### config.mk
export PLATFORM = sky130hd
export DESIGN_NAME = orr_ram
export DESIGN_NICKNAME = d
export VERILOG_FILES = /design/src/design/orr_ram.sv
export SDC_FILE = /design/constraint.sdc
export NUM_CORES = 1
export LEC_CHECK = 0
export BUFFER_PORTS_ARGS = -buffer_cell sky130_fd_sc_hd__buf_2
export CORE_MARGIN = 5
export CORE_UTILIZATION = 35
export DETAILED_ROUTE_END_ITERATION = 16
export SLEW_MARGIN = 40
export SYNTH_ARGS = -nofsm -noshare
export SYNTH_HDL_FRONTEND = slang
export SYNTH_SLANG_ARGS = --single-unit
### constraint.sdc
create_clock -name i_clk -period 5.64 [get_ports i_clk]
set_input_delay 1.128 -clock i_clk [delete_from_list [all_inputs] [get_ports i_clk]]
set_output_delay 1.128 -clock i_clk [all_outputs]
set_load 0.01 [all_outputs]
### src/design/orr_ram.sv
// ----------------------------------------------------------------------------
// orr_ram
// Simple dual-port synchronous RAM, one write and one registered read port.
// ----------------------------------------------------------------------------
module orr_ram #(
    parameter int WIDTH = 8,
    parameter int DEPTH = 16
) (
    input  logic                                      i_clk,
    input  logic                                      i_we,
    input  logic [((DEPTH > 1) ? $clog2(DEPTH) : 1)-1:0] i_waddr,
    input  logic [WIDTH-1:0]                          i_wdata,
    input  logic                                      i_re,
    input  logic [((DEPTH > 1) ? $clog2(DEPTH) : 1)-1:0] i_raddr,
    output logic [WIDTH-1:0]                          o_rdata
);

    logic [WIDTH-1:0] r_mem [DEPTH];
    logic [WIDTH-1:0] r_rdata;

    always_ff @(posedge i_clk) begin
        if (i_we) begin
            r_mem[i_waddr] <= i_wdata;
        end
        if (i_re) begin
            r_rdata <= r_mem[i_raddr];
        end
    end

    assign o_rdata = r_rdata;

endmodule

==> run_summary.xml <==
<?xml version="1.0" encoding="UTF-8"?>
<metrics>
  <group name="run_status">
    <metric name="outcome" unit="">completed</metric>
  </group>
  <group name="cells_and_area">
    <metric name="drive_gt1_share" unit="%">30.60</metric>
    <metric name="num_antenna_cells" unit="">0</metric>
    <metric name="finish.utilization" unit="%">42.23</metric>
    <metric name="layout.cells.most_common" unit="">edfxtp_1</metric>
    <metric name="most-common-layout-cells" unit="">edfxtp_1 (136), buf_2 (24), mux4_2 (18)</metric>
    <metric name="layout.cells.non_filler" unit="">465</metric>
    <metric name="synthToLayoutAreaGrowth" unit="%">17.86</metric>
    <metric name="finalNetCount" unit="">287</metric>
  </group>
  <group name="placement">
    <metric name="hpwl" unit="um">6262</metric>
    <metric name="place_inst" unit="">433</metric>
    <metric name="gp_routability_congestion" unit="">0.6979</metric>
    <metric name="io_buffer_count" unit="">26</metric>
  </group>
  <group name="floorplanning">
    <metric name="rows" unit="">44</metric>
    <metric name="die-width" unit="um">132.2</metric>
    <metric name="initial_utilization" unit="%">35.83</metric>
    <metric name="io-pin-count" unit="">27</metric>
    <metric name="die_height" unit="um">132.2</metric>
    <metric name="die-area" unit="um2">17480</metric>
    <metric name="placeableCoreArea" unit="um2">14590</metric>
  </group>
  <group name="pwr">
    <metric name="total_power" unit="mW">2.365</metric>
    <metric name="powerDensity" unit="nW/um2">383.9</metric>
    <metric name="vdd_drop_max" unit="mV">0.2119</metric>
    <metric name="power.leakage" unit="nW">2.017</metric>
  </group>
  <group name="global_route">
    <metric name="grt_max_degree" unit="">33</metric>
    <metric name="grt_pass1_wl" unit="um">15280</metric>
    <metric name="globalRouteTotalUtil" unit="%">12.01</metric>
    <metric name="grt_antenna_before_repair" unit="">0</metric>
    <metric name="first_global_vias" unit="">2473</metric>
    <metric name="grt-ovfl-total" unit="">0</metric>
  </group>
  <group name="synth">
    <metric name="synth.avg_cell_area" unit="um2">22.83</metric>
    <metric name="count_of_mapped_cells_out_of_synthesis" unit="">229</metric>
    <metric name="synth_cell_types" unit="">18</metric>
    <metric name="ys_top_cells_by_area" unit="">edfxtp_1 (78%), mux4_2 (7.8%), mux4_1 (7.0%), a22oi_1 (2.3%), nor2_1 (0.93%)</metric>
    <metric name="seq_area_frac_synth" unit="%">78.12</metric>
    <metric name="netlist.area_leader.share" unit="%">78.12</metric>
    <metric name="synth_nets" unit="">248</metric>
    <metric name="post-synth-top-area-cell" unit="">edfxtp_1</metric>
    <metric name="ys.warnings.count" unit="">0</metric>
    <metric name="ys_seq_elements" unit="">136</metric>
    <metric name="mappedNetlistArea" unit="um2">5228</metric>
  </group>
  <group name="clock_network">
    <metric name="cts_hold_buf" unit="">0</metric>
    <metric name="clk-insertion-delay-late" unit="ns">0.41</metric>
    <metric name="clkTransAtPathRegs" unit="ns">0.05</metric>
    <metric name="clock_tree_buffer_depth" unit="">2</metric>
    <metric name="cts-buffers-inserted" unit="">17</metric>
    <metric name="clk_tree_root_cell" unit="">clkbuf_16</metric>
    <metric name="cts_max_level" unit="">4</metric>
    <metric name="cts_sinks" unit="">136</metric>
    <metric name="post_cts_setup_buffer_count" unit="">0</metric>
    <metric name="cts_tree" unit="">built</metric>
    <metric name="ctsResizeCount" unit="">0</metric>
  </group>
  <group name="sta">
    <metric name="finalSetupViolCount" unit="">0</metric>
    <metric name="grt_setup_unrepaired" unit="">false</metric>
    <metric name="tns" unit="ns">0</metric>
    <metric name="timing_worst_slew_pin_value" unit="ns">0.7775</metric>
    <metric name="timing.final.max_slew_violations" unit="">0</metric>
    <metric name="final.hold.worst_slack" unit="ns">0.7486</metric>
    <metric name="fmax" unit="GHz">0.3970</metric>
    <metric name="final_period_minus_worst_setup_slack" unit="ns">2.519</metric>
    <metric name="slew_headroom" unit="%">48.06</metric>
    <metric name="hold_viol" unit="">0</metric>
    <metric name="skew" unit="ns">0.005723</metric>
    <metric name="period_share" unit="%">44.66</metric>
  </group>
  <group name="critical_path">
    <metric name="cp-end-kind" unit="">flip-flop</metric>
    <metric name="crit_arrival" unit="ns">2.64</metric>
    <metric name="critical_path.startpoint_type" unit="">input port</metric>
    <metric name="timing.setup.critical_path_class" unit="">input port to flip-flop</metric>
    <metric name="path_max_fanout" unit="">32</metric>
    <metric name="critPathRequiredTime" unit="ns">5.76</metric>
  </group>
  <group name="drt">
    <metric name="routed_wirelength" unit="um">10120</metric>
    <metric name="drt-wirelength-per-cell" unit="um">21.77</metric>
    <metric name="vias" unit="">2390</metric>
    <metric name="drc_errors" unit="">0</metric>
    <metric name="drt_pass1_iterations" unit="">4</metric>
    <metric name="antenna_violation_net_count_after_detailed_routing" unit="">0</metric>
    <metric name="drt_iter0_drc" unit="">173</metric>
    <metric name="viasPerCell" unit="">5.140</metric>
  </group>
  <group name="job">
    <metric name="max-cap-violations" unit="">0</metric>
  </group>
  <group name="hold_path">
    <metric name="hold_path.class" unit="">flip-flop to flip-flop</metric>
  </group>
</metrics>
-- path summary, 6_finish.rpt --
path | end | slack (ns) | startpoint | cells past startpoint
max | o_rdata[1] | 3.12 | i_raddr[0] | 4
max reg2reg | o_rdata[1] | 4.12 | r_mem[9][1] | 3
min | o_rdata[0] | 0.75 | r_mem[5][0] | 3
min reg2reg | o_rdata[0] | 0.75 | r_mem[5][0] | 3
-- cell usage after synthesis (all sizes together) --
cell type	instances
nand2b	2
nor2b	1
nor2	13
clkdlybuf4s25	3
nand3b	2
buf	7
and2	1
a22oi	16
mux4	32
nand2	9
and2b	1
or3b	1
nand3	1
edfxtp	136
nor3	4
-- state kept, by name, summed over array words and instances, names as in the netlist --
| signal | count |
|---|---|
| r_mem | 128 |
| o_rdata | 8 |
-- layout make-up --
| cell class | instances | area [um2] |
|---|---|---|
| Fill cell | 1254 | 8428 |
| Sequential cell | 136 | 4084 |
| Multi-Input combinational cell | 83 | 1087 |
| Clock buffer | 21 | 440.4 |
| Tap cell | 184 | 230.2 |
| Timing Repair Buffer | 30 | 165.2 |
| Clock inverter | 11 | 153.9 |
-- report_power, final --
group | total [mW] | switching [mW] | internal, mW
sequential | 1.15 | 0.00641 | 1.14
clock | 1.12 | 0.385 | 0.732
combinational | 0.101 | 0.0612 | 0.0402
-- metal layers --
layer	vias to the layer above	track usage, %	wire, um
met5	-	0	0
met4	0	4.242	116
met3	13	3.702	582
met2	67	17.88	4745
met1	1249	16.80	4678
li1	1061	-	-
-- kinds of logic (layout without fill, tap and decap cells) --
logic type      after synthesis  count (layout)  share of synthesized area, %
flops                       136             136                         78.12
mux                          32              32                         14.79
simple gates                 35              35                         3.136
buf+inv                      10              62                         1.651
compound gates               16              16                         2.298
-- critical path: stages --
cell and delay, ns:
buf_4 0.48, mux4_1 0.62, a22oi_1 0.23, nand2_1 0.16
-- metrics by stage --
stage | area (um2) | worst slack, ns
after floorplan | 5228 | 3.019
after global placement | 5532 | 2.321
after detailed placement | 5557 | 2.674
after CTS | 6151 | 3.104
after global routing | 6161 | 3.065
final | 6161 | 3.121
Power figures use the tool's default switching activity.
